==> src/dapd_pkg.sv <==
// ----------------------------------------------------------------------------
// dapd_pkg
// Shared widths, register codes, reset values and the rounding helper of the dual axis
// PID drive.
// ----------------------------------------------------------------------------
`default_nettype none
package dapd_pkg;

	// configuration port
	localparam int CFG_IDX_W  = 3;
	localparam int CFG_DATA_W = 16;

	localparam logic [CFG_IDX_W-1:0] REG_KP_LATERAL = 3'd0;
	localparam logic [CFG_IDX_W-1:0] REG_KI_LATERAL = 3'd1;
	localparam logic [CFG_IDX_W-1:0] REG_KD_LATERAL = 3'd2;
	localparam logic [CFG_IDX_W-1:0] REG_KP_TURN    = 3'd3;
	localparam logic [CFG_IDX_W-1:0] REG_KI_TURN    = 3'd4;
	localparam logic [CFG_IDX_W-1:0] REG_KD_TURN    = 3'd5;
	localparam logic [CFG_IDX_W-1:0] REG_WINDOW     = 3'd6;
	localparam logic [CFG_IDX_W-1:0] REG_LAT_CAP    = 3'd7;

	// register widths and reset values
	localparam int GAIN_W = 16;
	localparam int WIN_W  = 8;
	localparam int CAP_W  = 15;

	localparam logic [GAIN_W-1:0] KP_LATERAL_RST = 16'd1475;
	localparam logic [GAIN_W-1:0] KI_LATERAL_RST = 16'd82;
	localparam logic [GAIN_W-1:0] KD_LATERAL_RST = 16'd328;
	localparam logic [GAIN_W-1:0] KP_TURN_RST    = 16'd8192;
	localparam logic [GAIN_W-1:0] KI_TURN_RST    = 16'd33;
	localparam logic [GAIN_W-1:0] KD_TURN_RST    = 16'd3;
	localparam logic [WIN_W-1:0]  WINDOW_RST     = 8'd3;
	localparam logic [CAP_W-1:0]  LAT_CAP_RST    = 15'd3000;

	// item fields
	localparam int TGT_W  = 16;
	localparam int SCL_W  = 9;
	localparam int HEAD_W = 21;
	localparam int ENC_W  = 24;
	localparam int AXP_W  = 7;
	localparam int SIDE_W = 8;

	// fixed factors and limits
	localparam int DIST_FACTOR       = 7660;
	localparam int TURN_INTEGRAL_CAP = 20;
	localparam int POWER_LIMIT       = 60;
	localparam longint LAT_LIMIT     = longint'(POWER_LIMIT) << 24;
	localparam longint TRN_LIMIT     = longint'(POWER_LIMIT) << 16;

	// state and datapath widths
	localparam int ERR_W   = 26;
	localparam int LINT_W  = 16;
	localparam int TERR_W  = 22;
	localparam int TINT_W  = 11;
	localparam int LACC_W  = 30;
	localparam int TACC_W  = 26;
	localparam int SACC_W  = LACC_W + GAIN_W + 1;
	localparam int CNT_W   = $clog2(GAIN_W);
	localparam int MIX_W   = 33;
	localparam int FRAC_W  = 24;

	// divide a q24 value by 2^24, rounding toward zero
	function automatic logic signed [MIX_W-FRAC_W-1:0] trunc_q24(
		input logic signed [MIX_W-1:0] v
	);
		logic signed [MIX_W-FRAC_W-1:0] q;
		q = v[MIX_W-1:FRAC_W];
		if (v[MIX_W-1] && (v[FRAC_W-1:0] != '0)) begin
			q = q + 1'b1;
		end
		return q;
	endfunction

endpackage
`default_nettype wire

==> src/dapd_if.sv <==
// ----------------------------------------------------------------------------
// dapd_if
// Valid/ready channels of the dual axis PID drive: the sensor item in and the
// drive power item out.
// ----------------------------------------------------------------------------
`default_nettype none
interface dapd_in_if;
	logic                                  valid;
	logic                                  ready;
	logic signed [dapd_pkg::TGT_W-1:0]     target_distance;
	logic        [dapd_pkg::SCL_W-1:0]     lateral_scale;
	logic signed [dapd_pkg::HEAD_W-1:0]    target_heading;
	logic signed [dapd_pkg::ENC_W-1:0]     encoder_y;
	logic signed [dapd_pkg::ENC_W-1:0]     encoder_x;
	logic signed [dapd_pkg::HEAD_W-1:0]    heading_now;

	modport source (
		output valid, target_distance, lateral_scale, target_heading,
		       encoder_y, encoder_x, heading_now,
		input  ready
	);
	modport sink (
		input  valid, target_distance, lateral_scale, target_heading,
		       encoder_y, encoder_x, heading_now,
		output ready
	);
endinterface

interface dapd_out_if;
	logic                                  valid;
	logic                                  ready;
	logic signed [dapd_pkg::AXP_W-1:0]     lateral_power;
	logic signed [dapd_pkg::AXP_W-1:0]     turn_power;
	logic signed [dapd_pkg::SIDE_W-1:0]    left_power;
	logic signed [dapd_pkg::SIDE_W-1:0]    right_power;

	modport source (
		output valid, lateral_power, turn_power, left_power, right_power,
		input  ready
	);
	modport sink (
		input  valid, lateral_power, turn_power, left_power, right_power,
		output ready
	);
endinterface
`default_nettype wire

==> src/dual_axis_pid_drive.sv <==
// ----------------------------------------------------------------------------
// dual_axis_pid_drive
// One control tick of a distance PID and a heading PID, mixed into left and
// right drive powers.
//
// Usage:
//   tick  : sensor item in (targets, encoders, heading, lateral scale),
//           valid/ready; ready is high only while the block is idle.
//   power : drive item out (lateral, turn, left, right), valid/ready, held
//           in an output register until taken.
//   cfg   : write-only register port (gains, integral window, lateral cap),
//           written while idle.
// Each item passes, from accept to the next possible accept, through three
// setup steps, the bit-serial gain multipliers (one gain bit per cycle for
// both axes), the bit-serial lateral scale multiplier, one clamp step and
// one output step. The next item is taken while a result waits; when the
// receiver stalls, a finished tick waits in the output step and input stays
// blocked.
// Reset restores the register defaults and clears the PID history.
// ----------------------------------------------------------------------------
`default_nettype none
module dual_axis_pid_drive (
	input  wire logic                              clk,
	input  wire logic                              arst_n,
	input  wire logic                              cfg_wr_en,
	input  wire logic [dapd_pkg::CFG_IDX_W-1:0]    cfg_index,
	input  wire logic [dapd_pkg::CFG_DATA_W-1:0]   cfg_data,
	dapd_in_if.sink                                tick,
	dapd_out_if.source                             power
);
	import dapd_pkg::*;

	localparam logic [2:0] ST_IDLE  = 3'd0;
	localparam logic [2:0] ST_DIFF  = 3'd1;
	localparam logic [2:0] ST_ERR   = 3'd2;
	localparam logic [2:0] ST_PREP  = 3'd3;
	localparam logic [2:0] ST_MUL   = 3'd4;
	localparam logic [2:0] ST_SCALE = 3'd5;
	localparam logic [2:0] ST_CLAMP = 3'd6;
	localparam logic [2:0] ST_OUT   = 3'd7;

	localparam int AVG_W   = ENC_W;
	localparam int DIFF_W  = ENC_W + 1;
	localparam int TP_W    = 30;
	localparam int NUM_W   = 33;
	localparam int LDER_W  = ERR_W + 1;
	localparam int TDER_W  = TERR_W + 1;
	localparam int LSUM_W  = LINT_W + 1;
	localparam int TSUM_W  = TINT_W + 1;
	localparam int LPROD_W = LACC_W + GAIN_W;
	localparam int TPROD_W = TACC_W + GAIN_W;
	localparam int SPROD_W = SACC_W + SCL_W;
	localparam int LATC_W  = 32;
	localparam int TRNC_W  = 24;

	localparam logic signed [SPROD_W-1:0] LAT_HI = SPROD_W'(LAT_LIMIT);
	localparam logic signed [SPROD_W-1:0] LAT_LO = -LAT_HI;
	localparam logic signed [TPROD_W-1:0] TRN_HI = TPROD_W'(TRN_LIMIT);
	localparam logic signed [TPROD_W-1:0] TRN_LO = -TRN_HI;
	localparam logic signed [TSUM_W-1:0]  TCAP_HI = TSUM_W'(TURN_INTEGRAL_CAP);
	localparam logic signed [TSUM_W-1:0]  TCAP_LO = -TCAP_HI;

	// control and configuration
	logic [2:0]        state_q;
	logic [CNT_W-1:0]  cnt_q;
	logic [GAIN_W-1:0] kp_lat_q, ki_lat_q, kd_lat_q;
	logic [GAIN_W-1:0] kp_trn_q, ki_trn_q, kd_trn_q;
	logic [WIN_W-1:0]  win_q;
	logic [CAP_W-1:0]  cap_q;
	logic              out_valid_q;

	// pid history
	logic signed [ERR_W-1:0]  last_err_q;
	logic signed [LINT_W-1:0] lint_q;
	logic signed [TERR_W-1:0] last_terr_q;
	logic signed [TINT_W-1:0] tint_q;

	// item datapath
	logic signed [TGT_W-1:0]  tgt_q;
	logic        [SCL_W-1:0]  scl_q;
	logic signed [HEAD_W-1:0] thd_q;
	logic signed [ENC_W-1:0]  ency_q;
	logic signed [ENC_W-1:0]  encx_q;
	logic signed [HEAD_W-1:0] hnow_q;
	logic signed [AVG_W-1:0]  avg_q;
	logic signed [TP_W-1:0]   tprod_q;
	logic signed [TERR_W-1:0] terr_q;
	logic signed [ERR_W-1:0]  err_q;
	logic signed [TDER_W-1:0] tder_q;
	logic signed [LDER_W-1:0] lder_q;
	logic [GAIN_W-1:0]        gkpl_q, gkil_q, gkdl_q, gkpt_q, gkit_q, gkdt_q;
	logic signed [LACC_W-1:0] lhi_q;
	logic [GAIN_W-1:0]        llo_q;
	logic signed [TACC_W-1:0] thi_q;
	logic [GAIN_W-1:0]        tlo_q;
	logic signed [SACC_W-1:0] shi_q;
	logic [SCL_W-1:0]         slo_q;
	logic signed [LATC_W-1:0] latc_q;
	logic signed [TRNC_W-1:0] trnc_q;
	logic signed [AXP_W-1:0]  lat_pwr_q, trn_pwr_q;
	logic signed [SIDE_W-1:0] left_pwr_q, right_pwr_q;

	// combinational
	logic                      accept;
	logic                      out_free;
	logic signed [DIFF_W-1:0]  enc_diff;
	logic signed [AVG_W-1:0]   avg_d;
	logic signed [NUM_W-1:0]   num;
	logic signed [ERR_W-1:0]   err_d;
	logic [TERR_W-1:0]         terr_abs;
	logic signed [TSUM_W-1:0]  tsum;
	logic signed [TINT_W-1:0]  tint_d;
	logic [ERR_W-1:0]          err_abs;
	logic signed [LSUM_W-1:0]  lsum;
	logic signed [LSUM_W-1:0]  lcap;
	logic signed [LINT_W-1:0]  lint_d;
	logic signed [LACC_W-1:0]  lp_term, ld_term, li_term, lsum_acc;
	logic signed [TACC_W-1:0]  tp_term, td_term, ti_term, tsum_acc;
	logic signed [LPROD_W-1:0] lat_prod;
	logic signed [SACC_W-1:0]  s_term, ssum_acc;
	logic signed [SPROD_W-1:0] lat_full;
	logic signed [TPROD_W-1:0] trn_full;
	logic signed [LATC_W-1:0]  latc_d;
	logic signed [TRNC_W-1:0]  trnc_d;
	logic signed [LATC_W-1:0]  trn_q24;
	logic signed [MIX_W-1:0]   lat_mix, trn_mix, left_mix, right_mix;
	logic signed [MIX_W-FRAC_W-1:0] lat_i, trn_i, left_i, right_i;

	assign accept   = tick.valid && tick.ready;
	assign out_free = !out_valid_q || power.ready;

	assign tick.ready          = (state_q == ST_IDLE);
	assign power.valid         = out_valid_q;
	assign power.lateral_power = lat_pwr_q;
	assign power.turn_power    = trn_pwr_q;
	assign power.left_power    = left_pwr_q;
	assign power.right_power   = right_pwr_q;

	// encoder average and distance error, both truncated toward zero
	always_comb begin
		enc_diff = DIFF_W'(ency_q) - DIFF_W'(encx_q);
		avg_d = AVG_W'(enc_diff >>> 1);
		if (enc_diff[DIFF_W-1] && enc_diff[0]) begin
			avg_d = avg_d + 1'b1;
		end
		num = NUM_W'(tprod_q) - (NUM_W'(avg_q) <<< 8);
		err_d = ERR_W'(num >>> 8);
		if (num[NUM_W-1] && (num[7:0] != '0)) begin
			err_d = err_d + 1'b1;
		end
	end

	// turn integral, windowed and clamped
	always_comb begin
		terr_abs = terr_q[TERR_W-1] ? TERR_W'(-terr_q) : TERR_W'(terr_q);
		tsum = TSUM_W'(tint_q) + TSUM_W'(terr_q);
		if (terr_abs < TERR_W'(win_q)) begin
			if (tsum > TCAP_HI) begin
				tint_d = TINT_W'(TCAP_HI);
			end else if (tsum < TCAP_LO) begin
				tint_d = TINT_W'(TCAP_LO);
			end else begin
				tint_d = TINT_W'(tsum);
			end
		end else begin
			tint_d = '0;
		end
	end

	// lateral integral, windowed and clamped to the cap
	always_comb begin
		err_abs = err_q[ERR_W-1] ? ERR_W'(-err_q) : ERR_W'(err_q);
		lsum = LSUM_W'(lint_q) + LSUM_W'(err_q);
		lcap = $signed({2'b00, cap_q});
		if (err_abs < ERR_W'(win_q)) begin
			if (lsum > lcap) begin
				lint_d = LINT_W'(lcap);
			end else if (lsum < -lcap) begin
				lint_d = LINT_W'(-lcap);
			end else begin
				lint_d = LINT_W'(lsum);
			end
		end else begin
			lint_d = '0;
		end
	end

	// serial-parallel multipliers, lsb of each gain first
	always_comb begin
		lp_term  = gkpl_q[0] ? LACC_W'(err_q)  : '0;
		ld_term  = gkdl_q[0] ? LACC_W'(lder_q) : '0;
		li_term  = gkil_q[0] ? LACC_W'(lint_q) : '0;
		lsum_acc = lhi_q + lp_term + ld_term + li_term;
		tp_term  = gkpt_q[0] ? TACC_W'(terr_q) : '0;
		td_term  = gkdt_q[0] ? TACC_W'(tder_q) : '0;
		ti_term  = gkit_q[0] ? TACC_W'(tint_q) : '0;
		tsum_acc = thi_q + tp_term + td_term + ti_term;
		lat_prod = $signed({lhi_q, llo_q});
		s_term   = scl_q[0] ? SACC_W'(lat_prod) : '0;
		ssum_acc = shi_q + s_term;
	end

	// clamp and mix
	always_comb begin
		lat_full = $signed({shi_q, slo_q});
		trn_full = $signed({thi_q, tlo_q});
		if (lat_full > LAT_HI) begin
			latc_d = LATC_W'(LAT_HI);
		end else if (lat_full < LAT_LO) begin
			latc_d = LATC_W'(LAT_LO);
		end else begin
			latc_d = LATC_W'(lat_full);
		end
		if (trn_full > TRN_HI) begin
			trnc_d = TRNC_W'(TRN_HI);
		end else if (trn_full < TRN_LO) begin
			trnc_d = TRNC_W'(TRN_LO);
		end else begin
			trnc_d = TRNC_W'(trn_full);
		end
		trn_q24   = $signed({trnc_q, 8'b0});
		lat_mix   = MIX_W'(latc_q);
		trn_mix   = MIX_W'(trn_q24);
		left_mix  = lat_mix - trn_mix;
		right_mix = lat_mix + trn_mix;
		lat_i     = trunc_q24(lat_mix);
		trn_i     = trunc_q24(trn_mix);
		left_i    = trunc_q24(left_mix);
		right_i   = trunc_q24(right_mix);
	end

	// control, configuration and pid history
	always_ff @(posedge clk or negedge arst_n) begin
		if (!arst_n) begin
			state_q     <= ST_IDLE;
			cnt_q       <= '0;
			kp_lat_q    <= KP_LATERAL_RST;
			ki_lat_q    <= KI_LATERAL_RST;
			kd_lat_q    <= KD_LATERAL_RST;
			kp_trn_q    <= KP_TURN_RST;
			ki_trn_q    <= KI_TURN_RST;
			kd_trn_q    <= KD_TURN_RST;
			win_q       <= WINDOW_RST;
			cap_q       <= LAT_CAP_RST;
			out_valid_q <= 1'b0;
			last_err_q  <= '0;
			lint_q      <= '0;
			last_terr_q <= '0;
			tint_q      <= '0;
		end else begin
			if (cfg_wr_en) begin
				unique case (cfg_index)
					REG_KP_LATERAL: kp_lat_q <= cfg_data[GAIN_W-1:0];
					REG_KI_LATERAL: ki_lat_q <= cfg_data[GAIN_W-1:0];
					REG_KD_LATERAL: kd_lat_q <= cfg_data[GAIN_W-1:0];
					REG_KP_TURN:    kp_trn_q <= cfg_data[GAIN_W-1:0];
					REG_KI_TURN:    ki_trn_q <= cfg_data[GAIN_W-1:0];
					REG_KD_TURN:    kd_trn_q <= cfg_data[GAIN_W-1:0];
					REG_WINDOW:     win_q    <= cfg_data[WIN_W-1:0];
					REG_LAT_CAP:    cap_q    <= cfg_data[CAP_W-1:0];
					default: begin
					end
				endcase
			end
			if (power.valid && power.ready && (state_q != ST_OUT)) begin
				out_valid_q <= 1'b0;
			end
			unique case (state_q)
				ST_IDLE: begin
					if (accept) begin
						state_q <= ST_DIFF;
					end
				end
				ST_DIFF: begin
					state_q <= ST_ERR;
				end
				ST_ERR: begin
					tint_q      <= tint_d;
					last_terr_q <= terr_q;
					state_q     <= ST_PREP;
				end
				ST_PREP: begin
					lint_q     <= lint_d;
					last_err_q <= err_q;
					cnt_q      <= '0;
					state_q    <= ST_MUL;
				end
				ST_MUL: begin
					if (cnt_q == CNT_W'(GAIN_W - 1)) begin
						cnt_q   <= '0;
						state_q <= ST_SCALE;
					end else begin
						cnt_q <= cnt_q + 1'b1;
					end
				end
				ST_SCALE: begin
					if (cnt_q == CNT_W'(SCL_W - 1)) begin
						cnt_q   <= '0;
						state_q <= ST_CLAMP;
					end else begin
						cnt_q <= cnt_q + 1'b1;
					end
				end
				ST_CLAMP: begin
					state_q <= ST_OUT;
				end
				ST_OUT: begin
					if (out_free) begin
						out_valid_q <= 1'b1;
						state_q     <= ST_IDLE;
					end
				end
				default: begin
					state_q <= ST_IDLE;
				end
			endcase
		end
	end

	// datapath
	always_ff @(posedge clk) begin
		case (state_q)
			ST_IDLE: begin
				if (accept) begin
					tgt_q  <= tick.target_distance;
					scl_q  <= tick.lateral_scale;
					thd_q  <= tick.target_heading;
					ency_q <= tick.encoder_y;
					encx_q <= tick.encoder_x;
					hnow_q <= tick.heading_now;
				end
			end
			ST_DIFF: begin
				avg_q   <= avg_d;
				tprod_q <= TP_W'(tgt_q) * TP_W'(DIST_FACTOR);
				terr_q  <= TERR_W'(thd_q) - TERR_W'(hnow_q);
			end
			ST_ERR: begin
				err_q  <= err_d;
				tder_q <= TDER_W'(terr_q) - TDER_W'(last_terr_q);
			end
			ST_PREP: begin
				lder_q <= LDER_W'(err_q) - LDER_W'(last_err_q);
				gkpl_q <= kp_lat_q;
				gkil_q <= ki_lat_q;
				gkdl_q <= kd_lat_q;
				gkpt_q <= kp_trn_q;
				gkit_q <= ki_trn_q;
				gkdt_q <= kd_trn_q;
				lhi_q  <= '0;
				thi_q  <= '0;
			end
			ST_MUL: begin
				lhi_q  <= lsum_acc >>> 1;
				llo_q  <= {lsum_acc[0], llo_q[GAIN_W-1:1]};
				thi_q  <= tsum_acc >>> 1;
				tlo_q  <= {tsum_acc[0], tlo_q[GAIN_W-1:1]};
				gkpl_q <= gkpl_q >> 1;
				gkil_q <= gkil_q >> 1;
				gkdl_q <= gkdl_q >> 1;
				gkpt_q <= gkpt_q >> 1;
				gkit_q <= gkit_q >> 1;
				gkdt_q <= gkdt_q >> 1;
				shi_q  <= '0;
			end
			ST_SCALE: begin
				shi_q <= ssum_acc >>> 1;
				slo_q <= {ssum_acc[0], slo_q[SCL_W-1:1]};
				scl_q <= scl_q >> 1;
			end
			ST_CLAMP: begin
				latc_q <= latc_d;
				trnc_q <= trnc_d;
			end
			ST_OUT: begin
				if (out_free) begin
					lat_pwr_q   <= AXP_W'(lat_i);
					trn_pwr_q   <= AXP_W'(trn_i);
					left_pwr_q  <= SIDE_W'(left_i);
					right_pwr_q <= SIDE_W'(right_i);
				end
			end
			default: begin
			end
		endcase
	end

endmodule
`default_nettype wire

==> src/flat_wrapper.sv <==
// flat-port wrapper written by rule: the top's interface ports become plain ports
module dual_axis_pid_drive_flat import dapd_pkg::*;
  (clk, arst_n, cfg_wr_en, cfg_index, cfg_data, tick_valid, tick_target_distance, tick_lateral_scale, tick_target_heading, tick_encoder_y, tick_encoder_x, tick_heading_now, tick_ready, power_valid, power_lateral_power, power_turn_power, power_left_power, power_right_power, power_ready);
  dapd_in_if tick_i ();
  dapd_out_if power_i ();
  input  wire logic clk;
  input  wire logic arst_n;
  input  wire logic cfg_wr_en;
  input  wire logic [dapd_pkg::CFG_IDX_W-1:0] cfg_index;
  input  wire logic [dapd_pkg::CFG_DATA_W-1:0] cfg_data;
  input wire logic [$bits(tick_i.valid)-1:0] tick_valid;
  input wire logic [$bits(tick_i.target_distance)-1:0] tick_target_distance;
  input wire logic [$bits(tick_i.lateral_scale)-1:0] tick_lateral_scale;
  input wire logic [$bits(tick_i.target_heading)-1:0] tick_target_heading;
  input wire logic [$bits(tick_i.encoder_y)-1:0] tick_encoder_y;
  input wire logic [$bits(tick_i.encoder_x)-1:0] tick_encoder_x;
  input wire logic [$bits(tick_i.heading_now)-1:0] tick_heading_now;
  output wire logic [$bits(tick_i.ready)-1:0] tick_ready;
  output wire logic [$bits(power_i.valid)-1:0] power_valid;
  output wire logic [$bits(power_i.lateral_power)-1:0] power_lateral_power;
  output wire logic [$bits(power_i.turn_power)-1:0] power_turn_power;
  output wire logic [$bits(power_i.left_power)-1:0] power_left_power;
  output wire logic [$bits(power_i.right_power)-1:0] power_right_power;
  input wire logic [$bits(power_i.ready)-1:0] power_ready;
  assign tick_i.valid = tick_valid;
  assign tick_i.target_distance = tick_target_distance;
  assign tick_i.lateral_scale = tick_lateral_scale;
  assign tick_i.target_heading = tick_target_heading;
  assign tick_i.encoder_y = tick_encoder_y;
  assign tick_i.encoder_x = tick_encoder_x;
  assign tick_i.heading_now = tick_heading_now;
  assign tick_ready = tick_i.ready;
  assign power_valid = power_i.valid;
  assign power_lateral_power = power_i.lateral_power;
  assign power_turn_power = power_i.turn_power;
  assign power_left_power = power_i.left_power;
  assign power_right_power = power_i.right_power;
  assign power_i.ready = power_ready;
  dual_axis_pid_drive u_core (.clk(clk), .arst_n(arst_n), .cfg_wr_en(cfg_wr_en), .cfg_index(cfg_index), .cfg_data(cfg_data), .tick(tick_i), .power(power_i));
endmodule
==> config.mk <==
export PLATFORM = sky130hd
export DESIGN_NAME = dual_axis_pid_drive_flat
export DESIGN_NICKNAME = d
export VERILOG_FILES = /design/src/dapd_pkg.sv /design/src/dapd_if.sv /design/src/dual_axis_pid_drive.sv /design/src/flat_wrapper.sv
export SDC_FILE = /design/constraint.sdc
export NUM_CORES = 2
export LEC_CHECK = 0
export ABC_AREA = 1
export BUFFER_PORTS_ARGS = -buffer_cell sky130_fd_sc_hd__buf_2
export CELL_PAD_IN_SITES_DETAIL_PLACEMENT = 0
export CELL_PAD_IN_SITES_GLOBAL_PLACEMENT = 1
export CORE_ASPECT_RATIO = 1.75
export CORE_UTILIZATION = 49
export DETAILED_ROUTE_END_ITERATION = 12
export PLACE_DENSITY = 0.84
export SLEW_MARGIN = 20
export SYNTH_ARGS = -nofsm -noshare
export SYNTH_HDL_FRONTEND = slang
export SYNTH_SLANG_ARGS = --single-unit
export TNS_END_PERCENT = 5
==> constraint.sdc <==
create_clock -name clk -period 8.05 [get_ports clk]
set_clock_uncertainty 0.1 [all_clocks]
set_input_delay 0 -clock clk [delete_from_list [all_inputs] [get_ports clk]]
set_output_delay 0 -clock clk [all_outputs]
set_load 0.02 [all_outputs]
==> results.txt <==
Outcome -> complete, no violations
Yosys warnings -> 0
Vias in the first global route -> 51000
Sequential area share after synthesis -> 38.68%
Max clock buf depth -> 3
Min Tclk post-route -> 5.632 ns
# IOs -> 171
CP Launch Type -> register
Residual DRC -> 0
Worst Setup SP -> u_core.tgt_q[14]
Root Buffer -> clkbuf_16
Worst-skew pair later-pin latency -> 0.70 ns
Leak -> 32.30 nW
Post-synth EDFFs -> 588
Initial core utilization -> 49.55%
Post-DRT Antenna Nets -> 0
RSZ-0062 raised after global routing -> no
Die area -> 121500 um2
TritonCTS Sinks -> 790
Buffer count from post-CTS setup fixing -> 0
Setup violations, final -> 0
Worst Tran Pin Value -> 1.048 ns
Post-Synth Adder-Cell Area -> 16.65%
Mux contribution to synthesized area -> 0.01915%
Hold Startpoint -> cfg_index[2]
Buf/Inv on CP -> 4
Die X -> 263.9 um
Initial antenna violation count -> 5
Worst path slowest cell -> edfxtp_1
Synthesis-stage register bit count -> 790
Drt total wl -> 169500 um
Max Transition Viols Final -> 0
Hold WS -> 0.1136 ns
First-pass GRT wire length -> 267300 um
Finished Core Util -> 56.60%
Area growth syn-to-layout -> 14.23%
Layout cell share with drive strength beyond 1 -> 6.314%
Largest net degree at the start of global routing -> 162
Post-Syn Area -> 58810 um2
Final GP Congestion -> 0.9706
CTS Buf Count -> 82
Reg-to-Reg Start -> u_core.tgt_q[14]
Simple-gate portion of the synthesized area -> 23.75%
WS Path Type -> reg -> reg
Congestion Overflow GR -> 0
Post-Syn Nets -> 8102
Iteration-0 DRC Markers -> 2632
Fillers -> 11052
Top FF cell, synth -> edfxtp_1
Synth cell types -> 66
CTS H-Tree Depth -> 3
Core ar. -> 118700 um2
Worst-path clk slew -> 0.07 ns
Cell chain of the critical path -> ha_1 -> inv_1 -> ha_1 -> inv_1 -> fa_1 -> fa_1 -> fa_1 -> inv_1 -> fa_1 -> inv_1 -> ha_1 -> nand2_1 -> nor4_1 -> o21ai_0 -> nand3_1 -> a22oi_1 -> xor2_1
Crit-path max FO -> 6
Kind of end point of the critical path -> register
CP top delay family -> adder cells
Yosys top cell area share -> 30.03%
Xor-xnor portion of the synthesized cell area -> 3.153%
Highest clock rate -> 0.1775 GHz
Via count -> 49588
Hold crit path type -> in -> reg
Power Density -> 459.8 nW/um2
Hpwl dp -> 132800 um
Post-Synthesis Cells -> 7309
Die height -> 460.3 um
Slowest Stage Delay on Critical Path -> 0.55 ns
Worst VDD drop -> 391.7 uV
CTS tree -> built
TritonRoute pass-1 iters -> 6
Crit share post-route -> 69.97%
Final Net Count -> 8548
Critical Path RT -> 8.38 ns
Largest area contributor in the netlist -> edfxtp_1
WL per Instance -> 18.13 um
Area contributors post-synth -> edfxtp_1 (30%), nand2_1 (13%), ha_1 (9.4%)
Number of core rows -> 167
Vias/cell -> 5.304
Endpoints failing hold -> 0
Synth Area in Compound Gates -> 9.368%
Ys async rst share -> 25.57%
Gr usage total -> 28.20%
Syn avg cell area -> 8.046 um2
Max-cap violations -> 0
Port Buffers -> 170
Main combinational cell family by area after synthesis -> simple AND/OR/NAND/NOR gates
Setup Total Neg Slack -> 0 ns
Worst slew margin -> 30.14%
Data arrival, critical path -> 5.96 ns
[cell usage after synthesis (all sizes together), types with 2 or more instances]
master / instances
a31o: 2
a21boi: 13
inv: 1169
o2111ai: 3
fa: 214
or2: 25
buf: 34
o211ai: 6
nor3b: 2
nand2: 2065
clkbuf: 95
nor2: 587
a21o: 20
a31oi: 11
o21a: 23
xor2: 143
o21bai: 26
a22oi: 2
nor3: 87
o21ai: 437
nor4: 44
dfrtp: 176
a211oi: 8
o41ai: 3
a21oi: 453
and3: 4
edfxtp: 588
dfstp: 26
and2: 5
o221ai: 5
nand3: 351
xnor2: 67
o31ai: 4
nand3b: 28
nand4: 132
ha: 440
[placed cells by master (no fill, tap or decap), types with 7 or more instances in the layout]
master         netlist  final
a211oi_1             8      8
a21boi_0            13     13
a21o_1              20     20
a21oi_1            447    447
a31oi_1             11     11
buf_2               23    169
buf_4                4     28
bufinv_16            0     10
clkbuf_1            93     11
clkbuf_16            0     85
clkinv_1             1      7
clkinv_2             0     12
clkinvlp_4           0      7
dfrtp_1            176    176
dfstp_2             26     26
dlygate4sd3_1        0    290
edfxtp_1           588    588
fa_1               214    214
ha_1               440    440
inv_1             1160   1160
inv_2                9      8
nand2_1           2035   2030
nand2_2             29     32
nand3_1            345    345
nand3b_1            28     28
nand4_1            130    130
nor2_1             559    553
nor2_2              22     22
nor2_4               5     11
nor3_1              80     79
nor3_2               7      8
nor4_1              44     44
o21a_1              23     23
o21ai_0            427    427
o21ai_1              9      9
o21bai_1            26     26
or2_2               22     22
xnor2_1             67     67
xor2_1             141    141
[registers in the layout, summed over array words and instances (netlist names), 22 cells and up]
register            count
u_core.shi_q           46
u_core.latc_q          32
u_core.lhi_q           29
u_core.tprod_q         28
u_core.lder_q          27
u_core.err_q           26
u_core.last_err_q      26
u_core.thi_q           25
u_core.avg_q           24
u_core.encx_q          24
u_core.ency_q          24
u_core.trnc_q          24
u_core.tder_q          23
u_core.last_terr_q     22
u_core.terr_q          22
[timing repair]
action / CTS / global route
hold endpoints to repair: 426 / 0
hold buffers: 291 / 0
gates resized for setup: 0 / 0
[routing by layer]
metal | track usage (%) | wire [um] | up-vias
met2 | 56.55 | 94170 | 1093
met3 | 2.720 | 5467 | 429
met4 | 17.12 | 10830 | 4
li1 | - | - | 24701
met1 | 27.24 | 59000 | 23361
met5 | 0 | 23 | -
[area by class of cell]
type | instances | area (um2) | area share, %
multi-input combinational | 5220 | 31200 | 46.45
sequential | 790 | 22740 | 33.86
clock inverter | 52 | 660.6 | 0.9835
timing repair buffer | 491 | 4025 | 5.992
inverter | 1170 | 4397 | 6.545
tap | 1521 | 1903 | 2.833
antenna | 4 | 10.01 | 0.01490
clock buffer | 101 | 2231 | 3.321
[tightest hold or removal path, cell delays in order]
cell     delay (ns)
buf_2          0.09
nand2_1        0.13
inv_1          0.16
nand2_1        0.30
nand2_1        0.14
o21ai_0        0.07
[cells by family after synthesis]
kind of cell / after synthesis
AND/OR/NAND/NOR: 3332
buffers and inverters: 1299
AO/OA/AOI/OAI: 1023
flip-flops: 790
adder cells (fa/ha/maj): 654
XOR/XNOR: 210
multiplexers: 1
[path summary, 6_finish.rpt]
| kind | to | slack [ns] | cells past startpoint |
|---|---|---|---|
| worst max-delay path | u_core.tprod_q[29] | 2.42 | 17 |
| worst min-delay path | u_core.win_q[1] | 0.11 | 6 |
| worst min register to register | u_core.llo_q[7] | 0.36 | 0 |
| max in group asynchronous | u_core.tint_q[5] | 6.54 | 4 |
| min in group asynchronous | u_core.last_err_q[25] | 0.31 | 4 |
| worst max register to register | u_core.tprod_q[29] | 2.42 | 17 |
[power breakdown]
group          internal [mW]  leakage (nW)  total [mW]  switching [mW]
Clock                   2.34          1.40        4.11            1.77
Sequential              6.71          8.00        7.80            1.09
Combinational           6.38          22.9        19.0            12.6
[through the flow]
stage / area [um2] / setup slack, ns / power (mW) / cells
floorplan: 58810 / 2.353 / 21.38 / 7309
global placement: 61340 / 2.373 / 26.44 / 8901
detailed placement: 61340 / 2.344 / 26.68 / 8901
CTS: 67160 / 2.304 / 31.02 / 9345
global route: 67170 / 2.126 / 33.79 / 9348
finish: 67170 / 2.418 / 30.89 / 9349
(Power assumes the default switching activity.)
